===== src/hdl/rotenc_pkg.sv =====
// Shared types and constants for the rotary encoder event decoder.
// No dependencies; imported by every module of the block.
package rotenc_pkg;

  // turn count width and the amount one detent adds
  localparam int unsigned CountWidth = 16;
  localparam logic [CountWidth-1:0] TurnStep = CountWidth'(5);

  // configuration register widths
  localparam int unsigned ThreshWidth   = 16;
  localparam int unsigned DebWidth      = 8;
  localparam int unsigned HoldWidth     = 16;
  localparam int unsigned UnitsWidth    = 5;
  localparam int unsigned CfgIndexWidth = 2;
  localparam int unsigned CfgDataWidth  = 16;

  // configuration register indexes
  localparam logic [CfgIndexWidth-1:0] RegFastThreshold = 2'd0;
  localparam logic [CfgIndexWidth-1:0] RegDebounceTicks = 2'd1;
  localparam logic [CfgIndexWidth-1:0] RegHoldUnitTicks = 2'd2;
  localparam logic [CfgIndexWidth-1:0] RegLongUnits     = 2'd3;

  // configuration reset values
  localparam logic [ThreshWidth-1:0] FastThresholdRst = 16'd10;
  localparam logic [DebWidth-1:0]    DebounceTicksRst = 8'd5;
  localparam logic [HoldWidth-1:0]   HoldUnitTicksRst = 16'd100;
  localparam logic [UnitsWidth-1:0]  LongUnitsRst     = 5'd30;

  // event codes reported to the reader
  typedef enum logic [2:0] {
    EvIdle      = 3'd0,
    EvLeft      = 3'd1,
    EvRight     = 3'd2,
    EvLeftFast  = 3'd3,
    EvRightFast = 3'd4,
    EvShort     = 3'd5,
    EvLong      = 3'd6,
    EvHeld      = 3'd7
  } event_e;

  // confirmed turns from the encoder tracker
  typedef struct packed {
    logic left;
    logic right;
  } enc_evt_t;

  // button timing settings
  typedef struct packed {
    logic [DebWidth-1:0]   debounce_ticks;
    logic [HoldWidth-1:0]  hold_unit_ticks;
    logic [UnitsWidth-1:0] long_press_units;
  } btn_cfg_t;

  // event raised by the button timer
  typedef struct packed {
    logic   valid;
    event_e code;
  } btn_evt_t;

endpackage


===== src/hdl/rotenc_encoder.sv =====
// Quadrature tracker: arms a direction on falling A, confirms it on rising A.
// Holds the left and right turn counts. Depends on rotenc_pkg.
module rotenc_encoder (
  input  logic                             clk_i,
  input  logic                             rst_ni,
  input  logic                             step_i,
  input  logic                             level_a_i,
  input  logic                             level_b_i,
  input  logic                             clear_counts_i,
  output rotenc_pkg::enc_evt_t             evt_o,
  output logic [rotenc_pkg::CountWidth-1:0] left_count_next_o,
  output logic [rotenc_pkg::CountWidth-1:0] right_count_next_o
);
  import rotenc_pkg::*;

  logic                  prev_a_q, prev_a_d;
  logic                  left_arm_q, left_arm_d;
  logic                  right_arm_q, right_arm_d;
  logic [CountWidth-1:0] left_cnt_q, left_cnt_d;
  logic [CountWidth-1:0] right_cnt_q, right_cnt_d;
  logic [CountWidth-1:0] left_next, right_next;
  enc_evt_t              evt;

  // edge detection and direction confirmation
  always_comb begin
    prev_a_d    = prev_a_q;
    left_arm_d  = left_arm_q;
    right_arm_d = right_arm_q;
    left_next   = left_cnt_q;
    right_next  = right_cnt_q;
    evt         = '0;
    if (level_a_i != prev_a_q) begin
      prev_a_d = level_a_i;
      if (!level_a_i) begin
        if (!level_b_i) begin
          left_arm_d = 1'b1;
        end else begin
          right_arm_d = 1'b1;
        end
      end else begin
        if (level_b_i) begin
          if (left_arm_q) begin
            left_next = left_cnt_q + TurnStep;
            evt.left  = 1'b1;
          end
        end else begin
          if (right_arm_q) begin
            right_next = right_cnt_q + TurnStep;
            evt.right  = 1'b1;
          end
        end
        left_arm_d  = 1'b0;
        right_arm_d = 1'b0;
      end
    end
    left_cnt_d  = clear_counts_i ? '0 : left_next;
    right_cnt_d = clear_counts_i ? '0 : right_next;
  end

  assign evt_o              = step_i ? evt : '0;
  assign left_count_next_o  = left_next;
  assign right_count_next_o = right_next;

  // state update once per accepted sample
  always_ff @(posedge clk_i or negedge rst_ni) begin
    if (!rst_ni) begin
      prev_a_q    <= 1'b1;
      left_arm_q  <= 1'b0;
      right_arm_q <= 1'b0;
      left_cnt_q  <= '0;
      right_cnt_q <= '0;
    end else if (step_i) begin
      prev_a_q    <= prev_a_d;
      left_arm_q  <= left_arm_d;
      right_arm_q <= right_arm_d;
      left_cnt_q  <= left_cnt_d;
      right_cnt_q <= right_cnt_d;
    end
  end

`ifndef ASSERT_OFF
  // only one falling edge of A can come before the next rising edge
  a_one_arm: assert property (@(posedge clk_i) disable iff (!rst_ni)
    !(left_arm_q && right_arm_q))
    else $error("both turn directions armed");
`endif

endmodule


===== src/hdl/rotenc_button.sv =====
// Push button debounce and hold timer producing HELD, SHORT and LONG events.
// Depends on rotenc_pkg.
module rotenc_button (
  input  logic                 clk_i,
  input  logic                 rst_ni,
  input  logic                 step_i,
  input  logic                 button_level_i,
  input  rotenc_pkg::btn_cfg_t cfg_i,
  output rotenc_pkg::btn_evt_t evt_o
);
  import rotenc_pkg::*;

  typedef enum logic [1:0] {
    PhReleased = 2'd0,
    PhDebounce = 2'd1,
    PhHold     = 2'd2
  } phase_e;

  phase_e                phase_q, phase_d;
  logic [HoldWidth-1:0]  timer_q, timer_d;
  logic [UnitsWidth-1:0] units_q, units_d;
  logic                  pressed;
  logic [HoldWidth:0]    timer_inc;
  logic [HoldWidth:0]    unit_len;
  logic [HoldWidth-1:0]  deb_ext;
  btn_evt_t              evt;

  assign pressed   = !button_level_i;
  assign timer_inc = {1'b0, timer_q} + (HoldWidth+1)'(1);
  assign unit_len  = {1'b0, cfg_i.hold_unit_ticks};
  assign deb_ext   = HoldWidth'(cfg_i.debounce_ticks);

  // phase transitions for one sample
  always_comb begin
    phase_d = phase_q;
    timer_d = timer_q;
    units_d = units_q;
    evt     = '{valid: 1'b0, code: EvIdle};
    unique case (phase_q)
      PhDebounce: begin
        if (!pressed) begin
          phase_d = PhReleased;
          timer_d = '0;
        end else begin
          timer_d = timer_inc[HoldWidth-1:0];
          if (timer_inc[HoldWidth-1:0] >= deb_ext) begin
            phase_d = PhHold;
            timer_d = '0;
            units_d = '0;
          end
        end
      end
      PhHold: begin
        if (timer_inc < unit_len) begin
          timer_d = timer_inc[HoldWidth-1:0];
        end else begin
          // end of a hold unit
          timer_d   = '0;
          evt.valid = 1'b1;
          evt.code  = EvHeld;
          if (units_q < cfg_i.long_press_units) begin
            units_d = units_q + UnitsWidth'(1);
          end else begin
            evt.code = EvLong;
          end
          if (!pressed) begin
            evt.code = (units_d >= cfg_i.long_press_units) ? EvLong : EvShort;
            phase_d  = PhReleased;
          end
        end
      end
      default: begin
        phase_d = PhReleased;
        timer_d = '0;
        if (pressed) begin
          timer_d = HoldWidth'(1);
          if (HoldWidth'(1) >= deb_ext) begin
            phase_d = PhHold;
            timer_d = '0;
            units_d = '0;
          end else begin
            phase_d = PhDebounce;
          end
        end
      end
    endcase
  end

  assign evt_o = step_i ? evt : '{valid: 1'b0, code: EvIdle};

  // phase and timers
  always_ff @(posedge clk_i or negedge rst_ni) begin
    if (!rst_ni) begin
      phase_q <= PhReleased;
      timer_q <= '0;
      units_q <= '0;
    end else if (step_i) begin
      phase_q <= phase_d;
      timer_q <= timer_d;
      units_q <= units_d;
    end
  end

endmodule


===== src/hdl/rotary_encoder_event_decoder.sv =====
// Top level of the rotary encoder event decoder: configuration registers,
// pending event, read handling and the result register.
// Depends on rotenc_pkg, rotenc_encoder and rotenc_button.
// Usage:
//   s_axis carries one pin sample per transaction: levels of A, B and the
//   button (all active low) plus a read request and a fast check flag.
//   Every accepted sample yields exactly one result on m_axis: tdata holds
//   the event code and tuser is set when the result answers a read.
//   A read returns the pending event and clears it; with fast check a count at or
//   above the threshold first becomes a fast event (right wins) and both are zeroed.
//   The cfg channel writes one register per transaction and is always ready;
//   write only while no sample is in flight.
// Result and throughput:
//   the result is registered and appears in the cycle after its sample is
//   accepted; one sample is taken every cycle, limited only by the single result register.
// Reset:
//   clears all tracking state, the pending event and the result valid flag and
//   restores default settings (threshold 10, debounce 5, unit 100, long 30).
// Stall:
//   while a result waits on m_axis_tready_i, s_axis_tready_o stays low.
module rotary_encoder_event_decoder (
  input  logic                                clk_i,
  input  logic                                rst_ni,
  // sample channel
  input  logic                                s_axis_tvalid_i,
  output logic                                s_axis_tready_o,
  // [0] level_a, [1] level_b, [2] button_level, [3] read_request,
  // [4] fast_check, [7:5] zero
  input  logic [7:0]                          s_axis_tdata_i,
  // result channel
  output logic                                m_axis_tvalid_o,
  input  logic                                m_axis_tready_i,
  // [2:0] event_code, [7:3] zero
  output logic [7:0]                          m_axis_tdata_o,
  // [0] read_done
  output logic                                m_axis_tuser_o,
  // configuration write channel
  input  logic                                cfg_valid_i,
  output logic                                cfg_ready_o,
  input  logic [rotenc_pkg::CfgIndexWidth-1:0] cfg_index_i,
  input  logic [rotenc_pkg::CfgDataWidth-1:0]  cfg_data_i
);
  import rotenc_pkg::*;

  localparam int unsigned CmpWidth = (CountWidth > ThreshWidth) ? CountWidth : ThreshWidth;

  logic [ThreshWidth-1:0] thresh_q;
  btn_cfg_t               btn_cfg_q;
  event_e                 pending_q, pending_d;
  logic                   out_valid_q;
  event_e                 out_code_q, out_code_d;
  logic                   out_done_q;

  logic                  accept;
  logic                  level_a, level_b, button_level, read_req, fast_chk;
  logic                  clear_counts;
  enc_evt_t              enc_evt;
  btn_evt_t              btn_evt;
  logic [CountWidth-1:0] left_next, right_next;
  event_e                merged;
  logic                  left_fast, right_fast;

  assign level_a      = s_axis_tdata_i[0];
  assign level_b      = s_axis_tdata_i[1];
  assign button_level = s_axis_tdata_i[2];
  assign read_req     = s_axis_tdata_i[3];
  assign fast_chk     = s_axis_tdata_i[4];

  assign s_axis_tready_o = !out_valid_q || m_axis_tready_i;
  assign accept          = s_axis_tvalid_i && s_axis_tready_o;
  assign clear_counts    = read_req && fast_chk;

  rotenc_encoder u_encoder (
    .clk_i              (clk_i),
    .rst_ni             (rst_ni),
    .step_i             (accept),
    .level_a_i          (level_a),
    .level_b_i          (level_b),
    .clear_counts_i     (clear_counts),
    .evt_o              (enc_evt),
    .left_count_next_o  (left_next),
    .right_count_next_o (right_next)
  );

  rotenc_button u_button (
    .clk_i          (clk_i),
    .rst_ni         (rst_ni),
    .step_i         (accept),
    .button_level_i (button_level),
    .cfg_i          (btn_cfg_q),
    .evt_o          (btn_evt)
  );

  assign left_fast  = CmpWidth'(left_next) >= CmpWidth'(thresh_q);
  assign right_fast = CmpWidth'(right_next) >= CmpWidth'(thresh_q);

  // pending event: encoder first, then button, then read
  always_comb begin
    merged = pending_q;
    if (enc_evt.left) begin
      merged = EvLeft;
    end else if (enc_evt.right) begin
      merged = EvRight;
    end
    if (btn_evt.valid) begin
      merged = btn_evt.code;
    end
    if (clear_counts) begin
      priority if (right_fast) begin
        merged = EvRightFast;
      end else if (left_fast) begin
        merged = EvLeftFast;
      end else begin
        // neither count reaches the threshold: keep the event
      end
    end
    if (read_req) begin
      out_code_d = merged;
      pending_d  = EvIdle;
    end else begin
      out_code_d = EvIdle;
      pending_d  = merged;
    end
  end

  // pending event and result register
  always_ff @(posedge clk_i or negedge rst_ni) begin
    if (!rst_ni) begin
      pending_q   <= EvIdle;
      out_valid_q <= 1'b0;
    end else begin
      if (accept) begin
        pending_q   <= pending_d;
        out_valid_q <= 1'b1;
      end else if (m_axis_tready_i) begin
        out_valid_q <= 1'b0;
      end
    end
  end

  always_ff @(posedge clk_i) begin
    if (accept) begin
      out_code_q <= out_code_d;
      out_done_q <= read_req;
    end
  end

  assign m_axis_tvalid_o = out_valid_q;
  assign m_axis_tdata_o  = {5'd0, out_code_q};
  assign m_axis_tuser_o  = out_done_q;

  // configuration registers
  assign cfg_ready_o = 1'b1;

  always_ff @(posedge clk_i or negedge rst_ni) begin
    if (!rst_ni) begin
      thresh_q                   <= FastThresholdRst;
      btn_cfg_q.debounce_ticks   <= DebounceTicksRst;
      btn_cfg_q.hold_unit_ticks  <= HoldUnitTicksRst;
      btn_cfg_q.long_press_units <= LongUnitsRst;
    end else if (cfg_valid_i && cfg_ready_o) begin
      unique case (cfg_index_i)
        RegFastThreshold: thresh_q <= cfg_data_i[ThreshWidth-1:0];
        RegDebounceTicks: btn_cfg_q.debounce_ticks <= cfg_data_i[DebWidth-1:0];
        RegHoldUnitTicks: btn_cfg_q.hold_unit_ticks <= cfg_data_i[HoldWidth-1:0];
        RegLongUnits:     btn_cfg_q.long_press_units <= cfg_data_i[UnitsWidth-1:0];
        default: ;
      endcase
    end
  end

`ifndef ASSERT_OFF
  // every accepted sample leaves a result in the output register
  a_result_follows: assert property (@(posedge clk_i) disable iff (!rst_ni)
    accept |=> m_axis_tvalid_o)
    else $error("accepted sample produced no result");

  // a result that answers no read carries the idle code
  a_idle_without_read: assert property (@(posedge clk_i) disable iff (!rst_ni)
    (m_axis_tvalid_o && !m_axis_tuser_o) |-> (m_axis_tdata_o == 8'(EvIdle)))
    else $error("event reported without a read");

  // fast events arise only inside a read and never stay pending
  a_no_pending_fast: assert property (@(posedge clk_i) disable iff (!rst_ni)
    (pending_q != EvLeftFast) && (pending_q != EvRightFast))
    else $error("fast event left pending");
`endif

endmodule

===== config.mk =====
export PLATFORM = sky130hd
export DESIGN_NAME = rotary_encoder_event_decoder
export DESIGN_NICKNAME = d
export VERILOG_FILES = /design/src/hdl/rotenc_pkg.sv /design/src/hdl/rotenc_encoder.sv /design/src/hdl/rotenc_button.sv /design/src/hdl/rotary_encoder_event_decoder.sv
export SDC_FILE = /design/constraint.sdc
export NUM_CORES = 1
export LEC_CHECK = 0
export BUFFER_PORTS_ARGS = -buffer_cell sky130_fd_sc_hd__buf_4
export CAP_MARGIN = 20
export CELL_PAD_IN_SITES_DETAIL_PLACEMENT = 2
export CELL_PAD_IN_SITES_GLOBAL_PLACEMENT = 2
export CORE_ASPECT_RATIO = 0.8
export CORE_MARGIN = 5
export CORE_UTILIZATION = 35
export DETAILED_ROUTE_END_ITERATION = 7
export PLACE_DENSITY_LB_ADDON = 0.25
export SETUP_SLACK_MARGIN = 0.3
export SLEW_MARGIN = 15
export SYNTH_ARGS = -nofsm -noshare
export SYNTH_HDL_FRONTEND = slang
export SYNTH_SLANG_ARGS = --single-unit

===== constraint.sdc =====
create_clock -name clk_i -period 3.72 [get_ports clk_i]
set_input_delay 0.186 -clock clk_i [delete_from_list [all_inputs] [get_ports clk_i]]
set_output_delay 0.186 -clock clk_i [all_outputs]
set_load 0.1 [all_outputs]

==> impl_metrics.yaml, run 1 <==
floorplan:
  floorplan.initialDensity_pct: 35.58
  core_region_area_mm2: 0.02064
  i_o_pins: 43
  floorplan.die.height_um: 139.6
  dieWidth_um: 171.9
  placement_rows: 47
  die_area_mm2: 0.02400
power_and_ir_drop:
  power.net_switching_uw: 1410
  ir_worst_vdd_v: 0.0002165
  cellPowerDensity_mw_per_mm2: 449.5
  intPower_uw: 2513
  p_leak_uw: 0.004204
  combinationalPowerShare_pct: 33.1
  switching_share_pct: 35.93
  seq_power_share_pct: 39.0
  share_clk_of_total_power_pct: 28.0
synth:
  cell_area_after_technology_mapping_mm2: 0.007343
  yosys_most_used_dff: "sky130_fd_sc_hd__dfrtp_1"
  synth_enable_flop_cells: 4
  synth_sequential_area_ratio_pct: 38.30
  synth_largest_type_area_fraction_pct: 32.37
  synthArstFlopShare_pct: 96.40
  synthesis.yosys.warnings: 0
  syn-instance-count: 775
  synthesis.area_per_instance_um2: 9.475
  synth_seq_cells: 111
  synth_top_area_cell: "sky130_fd_sc_hd__dfrtp_1"
  ys_types: 66
  synth_top_cells_by_area: "sky130_fd_sc_hd__dfrtp_1, sky130_fd_sc_hd__ha_1, sky130_fd_sc_hd__mux2_2"
grt:
  overflow: 0
  grt_util_all_layers_pct: 18.93
  grt_use_met2_pct: 31.00
  groute.layer.met3.usage_pct: 2.694
  grt_max_degree: 78
  grt-busiest-layer: "met2"
  grt_first_pass_wirelength_um: 36250
  number_of_antenna_violations_at_the_first_check_in_global_routing: 0
  number_of_global_route_vias_before_repair: 6754
  m1_gr_usage_pct: 26.69
sta:
  worstMarginPinSlew_ns: 0.9671
  post-route-worst-setup-slack_ns: 0.4159
  final_total_negative_setup_slack_ns: 0
  grt_setup_unrepaired: "yes"
  final_min_period_over_clock_period_pct: 88.82
  fin_worst_skew_ns: 0.009238
  slew_violations: 0
  fmaxAchievable_ghz: 0.3027
  finalHoldViolations: 0
  layout_min_cycle_time_ns: 3.304
  remaining_max_slew_budget_at_the_tightest_pin_pct: 35.33
  setup_viol_count_final: 0
place:
  dp_cells: 1077
  gp_routability_congestion: 0.8072
  dpl_worst_slack_ns: 0.02089
  portBuffers: 33
  hpwl_um: 16910
  place_area_mm2: 0.008013
worst_setup_path:
  worstPathBufferInverterCount: 2
  critical_path_arrival_ns: 3.60
  crit_path_cell_trace: "ha_2 -> buf_4 -> nand3_1 -> xnor2_1 -> ha_1 -> a21oi_1 -> a21oi_1 -> or4_4 -> a211oi_4 -> a41oi_4 -> nor3_4 -> buf_12 -> a22o_1"
  cpMaxStageDelayCell: "sky130_fd_sc_hd__or4_4"
  cp_max_fo: 8
  criticalPathCategory: "register to register"
  start_kind: "register"
  max_stage_delay_ns: 0.56
  crit_path_end_kind: "register"
  required_ns: 4.02
  critical_path.top_delay_family: "simple AND/OR/NAND/NOR gates"
  cp_common_cell: "sky130_fd_sc_hd__a21oi_1"
clock_tree:
  cts_made_buffers: 9
  clock_tree.htree_level_count: 3
  worst_setup_hold_path_clk_slew_ns: 0.08
  clock_tree.root_cell: "sky130_fd_sc_hd__clkbuf_16"
  cts.path.max_buffers: 2
  clkSinkCount: 111
  worst_skew_pair.late_latency_ns: 0.36
  tritoncts: "done"
cells_and_area:
  final_nets: 934
  post_route_cells_drive_above_1_share_pct: 23.87
  final_cell_mix: "sky130_fd_sc_hd__nand2_1, sky130_fd_sc_hd__dfrtp_1, sky130_fd_sc_hd__buf_4"
  layout_commonest_cell: "sky130_fd_sc_hd__nand2_1"
  fillers: 2181
  area.growth.synth_to_final_pct: 18.84
  final_core_area_utilization_pct: 42.28
  antenna_cells: 0
  finalInstanceArea_mm2: 0.008727
  final_cell_count_no_fill: 1107
drt:
  post_drt_wl_per_cell_um: 20.53
  avg_vias_per_cell: 5.507
  drc_errors: 0
  drt_pre_antenna_iters: 4
  dr.first_iter.drc_count: 274
  drt_wl_total_um: 22720
  ant_nets: 0
  dr_total_vias: 6096
flow_run:
  max_cap_violations: 0
status:
  outcome: "finished clean"
worst_hold_path:
  worstHoldPathType: "input port to register"
through the flow:
stage / hold slack, ns / power [µW]
2_1_floorplan: -0.1096 / 2349
3_3_place_gp: 0.3972 / 2690
3_5_place_dp: 0.4204 / 2789
4_1_cts: 0.03498 / 3938
5_1_grt: 0.03548 / 4175
6_report: 0.04731 / 3923
logic make-up (layout without fill, tap and decap cells):
group,count (synthesis),after routing,synth area share (%)
muxes,39,39,5.844
DFF,111,111,38.30
buffers and inverters,88,147,4.873
AOI/OAI and AO/OA,184,184,17.28
other,2,6,0.1023
and+or+nand+nor,236,236,16.31
xor gates and xnor gates,45,45,5.367
adders and majority gates,70,70,11.93
registers in the layout, indices dropped and copies added (netlist names), 2 cells and up:
name	count
btn_cfg_q	29
thresh_q	16
u_button.timer_q	16
u_encoder.left_cnt_q	16
u_encoder.right_cnt_q	16
u_button.units_q	5
out_code_q	3
pending_q	3
u_button.phase_q	2
synth_stat cells, types with 3 or more instances:
library cell / count
sky130_fd_sc_hd__nor2b_1: 4
sky130_fd_sc_hd__nand2b_1: 9
sky130_fd_sc_hd__o2bb2ai_1: 3
sky130_fd_sc_hd__o31ai_1: 12
sky130_fd_sc_hd__or3_1: 3
sky130_fd_sc_hd__xnor2_1: 22
sky130_fd_sc_hd__edfxtp_1: 4
sky130_fd_sc_hd__or2_2: 3
sky130_fd_sc_hd__dfrtp_1: 95
sky130_fd_sc_hd__o21a_1: 4
sky130_fd_sc_hd__a32o_1: 6
sky130_fd_sc_hd__and2_1: 5
sky130_fd_sc_hd__a31oi_1: 3
sky130_fd_sc_hd__ha_1: 70
sky130_fd_sc_hd__and3_1: 12
sky130_fd_sc_hd__a21o_1: 13
sky130_fd_sc_hd__mux2i_1: 8
sky130_fd_sc_hd__o21ai_1: 4
sky130_fd_sc_hd__nor2_1: 39
sky130_fd_sc_hd__buf_4: 6
sky130_fd_sc_hd__and4_1: 6
sky130_fd_sc_hd__a21oi_1: 31
sky130_fd_sc_hd__mux2_2: 31
sky130_fd_sc_hd__a22o_1: 23
sky130_fd_sc_hd__nand2_1: 91
sky130_fd_sc_hd__xor2_1: 23
sky130_fd_sc_hd__o21ai_0: 59
sky130_fd_sc_hd__inv_1: 56
sky130_fd_sc_hd__dfstp_2: 12
sky130_fd_sc_hd__a211oi_1: 6
sky130_fd_sc_hd__clkbuf_1: 21
sky130_fd_sc_hd__nor3_2: 3
sky130_fd_sc_hd__nand4_1: 11
sky130_fd_sc_hd__nor3_1: 10
sky130_fd_sc_hd__buf_2: 4
sky130_fd_sc_hd__nand3_1: 24
power by group through the flow:
stage | Clock [µW] | Combinational [µW] | Sequential (µW)
floorplan | 0 | 813 | 1540
global placement | 0 | 1160 | 1530
detailed placement | 0 | 1240 | 1550
CTS | 1120 | 1290 | 1530
global route | 1170 | 1450 | 1550
finish | 1100 | 1300 | 1530
layout make-up:
class	count	area [µm²]	area share, %
Sequential cell	111	2824	32.36
Inverter	56	210.2	2.409
Clock buffer	11	242.7	2.781
Tap cell	269	336.6	3.857
Clock inverter	5	81.33	0.9319
Timing Repair Buffer	75	601.8	6.896
Multi-Input combinational cell	580	4431	50.77
worst paths after layout:
check / startpoint / end / slack [ns] / depth (start not counted)
worst max-delay path: u_button.timer_q[1]$_DFFE_PN0P_ / u_button.timer_q[2]$_DFFE_PN0P_ / 0.42 / 13
worst min-delay path: s_axis_tvalid_i / m_axis_tvalid_o$_DFFE_PN0P_ / 0.05 / 2
worst max register to register: u_button.timer_q[1]$_DFFE_PN0P_ / u_button.timer_q[2]$_DFFE_PN0P_ / 0.42 / 13
worst min register to register: pending_q[1]$_DFFE_PN0P_ / pending_q[1]$_DFFE_PN0P_ / 0.50 / 2
max in group asynchronous: rst_ni / u_button.timer_q[5]$_DFFE_PN0P_ / 2.47 / 4
min in group asynchronous: rst_ni / u_button.timer_q[13]$_DFFE_PN0P_ / 0.31 / 2
what timing repair did:
| item | 4_1_cts | 5_1_grt |
|---|---|---|
| hold buffers | 0 | 1 |
| gates resized for setup | 19 | 45 |
| endpoints found under the hold margin | 0 | 29 |
| pin swaps | 4 | 11 |
| buffers inserted | 4 | 8 |
| setup endpoints to repair | 21 | 20 |
routing by layer:
metal  share of wire, %  vias to the layer above
met5                  0                        -
met2                 48                       82
li1                   -                     2869
met1                 48                     3123
met3                2.8                       22
met4                1.3                        0
Power figures use the tool's default switching activity.
==> run 2: changes to the inputs <==
clock period = 4.1 ns   (was 3.72 ns; I/O delays follow)
==> run 2 against run 1 <==
Net effect:
- clock-buffer cell count unchanged
- via count down 1.8%
- critical path depth up 1
- clock skew up 0.0022 ns
- largest cell class unchanged
- highest routed layer unchanged
==> impl_metrics.yaml, run 2 (same netlist as run 1, synthesis figures left out) <==
clock_tree:
  cts.path.max_buffers: 2
  clock_tree.htree_level_count: 3
  worst_skew_pair.late_latency_ns: 0.37
  clock_tree.root_cell: "sky130_fd_sc_hd__clkbuf_16"
  cts_made_buffers: 9
  worst_setup_hold_path_clk_slew_ns: 0.08
  clkSinkCount: 111
  tritoncts: "done"
worst_setup_path:
  cp_common_cell: "sky130_fd_sc_hd__buf_4"
  max_stage_delay_ns: 0.56
  crit_path_end_kind: "register"
  worstPathBufferInverterCount: 2
  start_kind: "register"
  cpMaxStageDelayCell: "sky130_fd_sc_hd__or4_4"
  crit_path_cell_trace: "buf_4 -> nand3_1 -> nor2_1 -> nand2_1 -> xnor2_2 -> ha_1 -> nand4_1 -> a21oi_1 -> or4_4 -> a211oi_4 -> buf_4 -> nor3_1 -> mux2i_1 -> o2bb2ai_1"
  critical_path.top_delay_family: "simple AND/OR/NAND/NOR gates"
  critical_path_arrival_ns: 3.90
  required_ns: 4.35
  criticalPathCategory: "register to register"
  cp_max_fo: 8
floorplan:
  dieWidth_um: 171.9
  die_area_mm2: 0.02400
  core_region_area_mm2: 0.02064
  i_o_pins: 43
  floorplan.initialDensity_pct: 35.58
  placement_rows: 47
  floorplan.die.height_um: 139.6
power_and_ir_drop:
  p_leak_uw: 0.003992
  share_clk_of_total_power_pct: 26.2
  combinationalPowerShare_pct: 33.4
  design_power_total_uw: 3425
  cellPowerDensity_mw_per_mm2: 411.9
  seq_power_share_pct: 40.4
  ir_worst_vdd_v: 0.0002208
  intPower_uw: 2147
  power.net_switching_uw: 1277
  switching_share_pct: 37.29
grt:
  grt_first_pass_wirelength_um: 37540
  grt_util_all_layers_pct: 19.69
  grt_max_degree: 41
  number_of_global_route_vias_before_repair: 6799
  number_of_antenna_violations_at_the_first_check_in_global_routing: 0
  overflow: 0
sta:
  final_total_negative_setup_slack_ns: 0
  layout_min_cycle_time_ns: 3.648
  final_min_period_over_clock_period_pct: 88.98
  setup_viol_count_final: 0
  slew_violations: 0
  fmaxAchievable_ghz: 0.2741
  finalHoldViolations: 0
  remaining_max_slew_budget_at_the_tightest_pin_pct: 27.78
  worstMarginPinSlew_ns: 1.080
  grt_setup_unrepaired: "no"
  post-route-worst-setup-slack_ns: 0.4517
  fin_worst_skew_ns: 0.01140
drt:
  dr.first_iter.drc_count: 211
  drt_wl_total_um: 23070
  post_drt_wl_per_cell_um: 21.30
  ant_nets: 0
  dr_total_vias: 5985
  drt_pre_antenna_iters: 4
  met3_wirelength_um: 653
  wl_met1_um: 11320
  topRoutingLayerUsed: "met4"
  avg_vias_per_cell: 5.526
  met2_length_um: 10870
  drc_errors: 0
place:
  hpwl_um: 17200
  gp_routability_congestion: 0.8327
  place_area_mm2: 0.007908
  dpl_worst_slack_ns: 0.08916
  portBuffers: 33
cells_and_area:
  finalInstanceArea_mm2: 0.008314
  area.growth.synth_to_final_pct: 13.22
  antenna_cells: 0
  largest_register_ff_count: 29
  regMostFlops: "btn_cfg_q"
  post_route_cells_drive_above_1_share_pct: 16.83
  final_nets: 910
  layout_commonest_cell: "sky130_fd_sc_hd__dfrtp_1"
  final_cell_mix: "sky130_fd_sc_hd__dfrtp_1, sky130_fd_sc_hd__nand2_1, sky130_fd_sc_hd__ha_1"
worst_hold_path:
  worstHoldPathType: "input port to register"
flow_run:
  max_cap_violations: 0
status:
  outcome: "finished clean"
==> run 2: changes by cell type in the layout (fill, tap and decap cells not counted), sizes merged <==
| cell | change |
|---|---|
| buf | -24 |
| clkinv | +3 |
| bufinv | -2 |
| clkinvlp | -2 |
| inv | +1 |
==> run 2: cell type report <==
cell class | count | area (µm²)
multi-input cells | 580 | 4273
inverters | 56 | 210.2
flip-flops and latches | 111 | 2814
clock buffers | 11 | 242.7
fillers | 2261 | 12330
well taps | 269 | 336.6
clock inverters | 5 | 40.04
repair buffers | 51 | 397.9
==> run 2: metrics by stage <==
stage	utilization (%)	instances	hold WS (ns)
6_report	40.28	1083	0.04642
5_1_grt	40.28	1083	0.05822
4_1_cts	39.98	1081	0.03379
3_5_place_dp	38.31	1063	0.2470
3_3_place_gp	38.31	1063	0.2383
2_1_floorplan	-	779	-0.09059
==> run 2: metal layers <==
metal  vias up  GRT usage, %
li1       2817             -
met2        70         32.00
met3        12         2.920
met4         0         3.929
met1      3086         28.01
met5         -             0
==> run 2: path summary, 6_finish.rpt <==
check	startpoint	endpoint	slack, ns	depth (start not counted)
max	u_button.timer_q[0]$_DFFE_PN0P_	u_button.phase_q[0]$_DFFE_PN0P_	0.45	14
min	s_axis_tvalid_i	m_axis_tvalid_o$_DFFE_PN0P_	0.05	2
max reg2reg	u_button.timer_q[0]$_DFFE_PN0P_	u_button.phase_q[0]$_DFFE_PN0P_	0.45	14
min reg2reg	pending_q[1]$_DFFE_PN0P_	pending_q[1]$_DFFE_PN0P_	0.51	2
max in group asynchronous	rst_ni	btn_cfg_q[10]$_DFFE_PN1P_	2.79	3
min in group asynchronous	rst_ni	u_button.timer_q[4]$_DFFE_PN0P_	0.38	2
==> run 2: what timing repair did <==
item / 4_1_cts / 5_1_grt
hold buffers: 1 / 0
pin swaps: 2 / 2
resized for setup: 7 / 11
setup endpoints to repair: 21 / 29
setup buffers: 1 / 2
hold endpoints to repair: 36 / 0
==> run 2: power groups by stage <==
stage | combinational, µW | sequential [µW] | clock (µW)
floorplan | 738 | 1390 | 0
global placement | 1040 | 1390 | 0
detailed placement | 1120 | 1400 | 0
CTS | 1140 | 1380 | 934
global route | 1280 | 1410 | 968
finish | 1140 | 1380 | 897
==> run 3: changes to the inputs <==
PLACE_DENSITY_LB_ADDON = 0.1   (was 0.25)
==> run 3 against run 2 <==
Net effect:
- clock skew fell by 0.0039 ns
- first-iteration DRC count fell by 23%
- sequential share of layout area fell by 0.21 points
- flip-flop and latch count did not move
- setup slack got worse by 0.0021 ns
- design area rose by 0.72%
- wire length fell by 2.5%
- cell count rose by 0.28%
- clock-buffer cell count fell by 2
- largest power group unchanged
==> impl_metrics.yaml, run 3 (same netlist as run 1, synthesis figures left out) <==
drt:
  drt_pre_antenna_iters: 4
  dr.first_iter.drc_count: 162
  ant_nets: 0
  drc_errors: 0
  dr_total_vias: 6052
  avg_vias_per_cell: 5.573
  met2_length_um: 10490
  post_drt_wl_per_cell_um: 20.72
  topRoutingLayerUsed: "met4"
  drt_wl_total_um: 22500
  met3_wirelength_um: 644
  wl_met1_um: 11140
sta:
  finalHoldViolations: 0
  slew_violations: 0
  final_total_negative_setup_slack_ns: 0
  post-route-worst-setup-slack_ns: 0.4497
  fin_worst_skew_ns: 0.007458
  remaining_max_slew_budget_at_the_tightest_pin_pct: 38.92
  setup_viol_count_final: 0
  worstMarginPinSlew_ns: 0.9134
  grt_setup_unrepaired: "no"
  fmaxAchievable_ghz: 0.2739
  layout_min_cycle_time_ns: 3.650
  final_min_period_over_clock_period_pct: 89.03
cells_and_area:
  final_core_area_utilization_pct: 40.57
  post_route_cells_drive_above_1_share_pct: 17.26
  largest_register_ff_count: 29
  final_nets: 913
  antenna_cells: 0
  layout_commonest_cell: "sky130_fd_sc_hd__dfrtp_1"
  regMostFlops: "btn_cfg_q"
  final_cell_mix: "sky130_fd_sc_hd__dfrtp_1, sky130_fd_sc_hd__nand2_1, sky130_fd_sc_hd__ha_1"
  area.growth.synth_to_final_pct: 14.04
grt:
  overflow: 0
  grt_util_all_layers_pct: 19.07
  number_of_antenna_violations_at_the_first_check_in_global_routing: 0
  number_of_global_route_vias_before_repair: 6741
  grt_max_degree: 61
  grt_first_pass_wirelength_um: 36360
worst_hold_path:
  worstHoldPathType: "input port to register"
clock_tree:
  cts_made_buffers: 9
  clock_tree.htree_level_count: 3
  clock_tree.root_cell: "sky130_fd_sc_hd__clkbuf_16"
  worst_setup_hold_path_clk_slew_ns: 0.08
  tritoncts: "done"
  clkSinkCount: 111
  cts.path.max_buffers: 2
  worst_skew_pair.late_latency_ns: 0.36
floorplan:
  i_o_pins: 43
  floorplan.initialDensity_pct: 35.58
  dieWidth_um: 171.9
  floorplan.die.height_um: 139.6
  core_region_area_mm2: 0.02064
  die_area_mm2: 0.02400
  placement_rows: 47
power_and_ir_drop:
  ir_worst_vdd_v: 0.0001910
  cellPowerDensity_mw_per_mm2: 415.9
  p_leak_uw: 0.004013
place:
  dpl_worst_slack_ns: 0.2333
  gp_routability_congestion: 0.8053
  portBuffers: 33
  hpwl_um: 16940
worst_setup_path:
  critical_path.top_delay_family: "simple AND/OR/NAND/NOR gates"
  criticalPathCategory: "register to register"
  crit_path_cell_trace: "buf_4 -> nand3_1 -> nor2_1 -> nand2_1 -> xnor2_1 -> ha_1 -> a21oi_1 -> a21boi_1 -> or4_4 -> a211oi_4 -> a41oi_4 -> nor3_4 -> buf_12 -> a22o_1"
  cpMaxStageDelayCell: "sky130_fd_sc_hd__or4_4"
  crit_path_end_kind: "register"
  critical_path_arrival_ns: 3.95
  start_kind: "register"
  cp_max_fo: 8
  required_ns: 4.40
  max_stage_delay_ns: 0.58
  worstPathBufferInverterCount: 2
flow_run:
  max_cap_violations: 0
status:
  outcome: "finished clean"
[run 3: changes by cell type in the layout (fill, tap and decap cells not counted), moves of 2 or more]
cell / delta
sky130_fd_sc_hd__xnor2_2: -2
sky130_fd_sc_hd__dfrtp_2: +2
sky130_fd_sc_hd__xnor2_1: +2
sky130_fd_sc_hd__dfrtp_1: -2
sky130_fd_sc_hd__a21oi_2: -2
sky130_fd_sc_hd__buf_4: +3
[run 3: what timing repair did]
| action | 4_1_cts | 5_1_grt |
|---|---|---|
| hold endpoints to repair | 6 | 0 |
| endpoints found under the setup margin | 4 | 29 |
| resized for setup | 2 | 18 |
| pin swaps | 0 | 4 |
| hold buffers | 1 | 0 |
| setup buffers | 0 | 1 |
[run 3: worst paths after layout]
| path | start | cells after the start | slack (ns) | end |
|---|---|---|---|---|
| max | u_button.timer_q[0]$_DFFE_PN0P_ | 14 | 0.45 | u_button.timer_q[2]$_DFFE_PN0P_ |
| min | s_axis_tvalid_i | 2 | 0.06 | m_axis_tvalid_o$_DFFE_PN0P_ |
| max reg2reg | u_button.timer_q[0]$_DFFE_PN0P_ | 14 | 0.45 | u_button.timer_q[2]$_DFFE_PN0P_ |
| min reg2reg | pending_q[1]$_DFFE_PN0P_ | 2 | 0.49 | pending_q[1]$_DFFE_PN0P_ |
| max in group asynchronous | rst_ni | 3 | 2.62 | thresh_q[3]$_DFFE_PN1P_ |
| min in group asynchronous | rst_ni | 2 | 0.49 | u_button.timer_q[13]$_DFFE_PN0P_ |
[run 3: routing by layer]
layer / track usage [%] / vias up
li1: - / 2825
met1: 27.05 / 3134
met2: 30.85 / 74
met3: 3.232 / 19
met4: 3.681 / 0
met5: 0 / -
[run 3: area by class of cell]
type | count | area [µm²]
Timing Repair Buffer | 54 | 420.4
Clock inverter | 7 | 77.57
Inverter | 56 | 210.2
Multi-Input combinational cell | 580 | 4288
Sequential cell | 111 | 2816
Clock buffer | 9 | 225.2
Tap cell | 269 | 336.6
Fill cell | 2242 | 12270
[run 3: where the power goes]
group / switching [µW] / internal, µW / total, µW
Combinational: 699 / 456 / 1160
Clock: 454 / 482 / 937
Sequential: 129 / 1260 / 1390
Total: 1280 / 2200 / 3480
[run 3: through the flow]
stage / total power [µW] / hold WS (ns) / cells / area, µm²
detailed placement: 2531 / 0.3939 / 1068 / 7945
finish: 3483 / 0.05740 / 1086 / 8374
global placement: 2441 / 0.3801 / 1068 / 7945
CTS: 3507 / 0.03294 / 1085 / 8267
global route: 3727 / 0.03372 / 1086 / 8374
floorplan: 2131 / -0.09059 / 779 / 7358
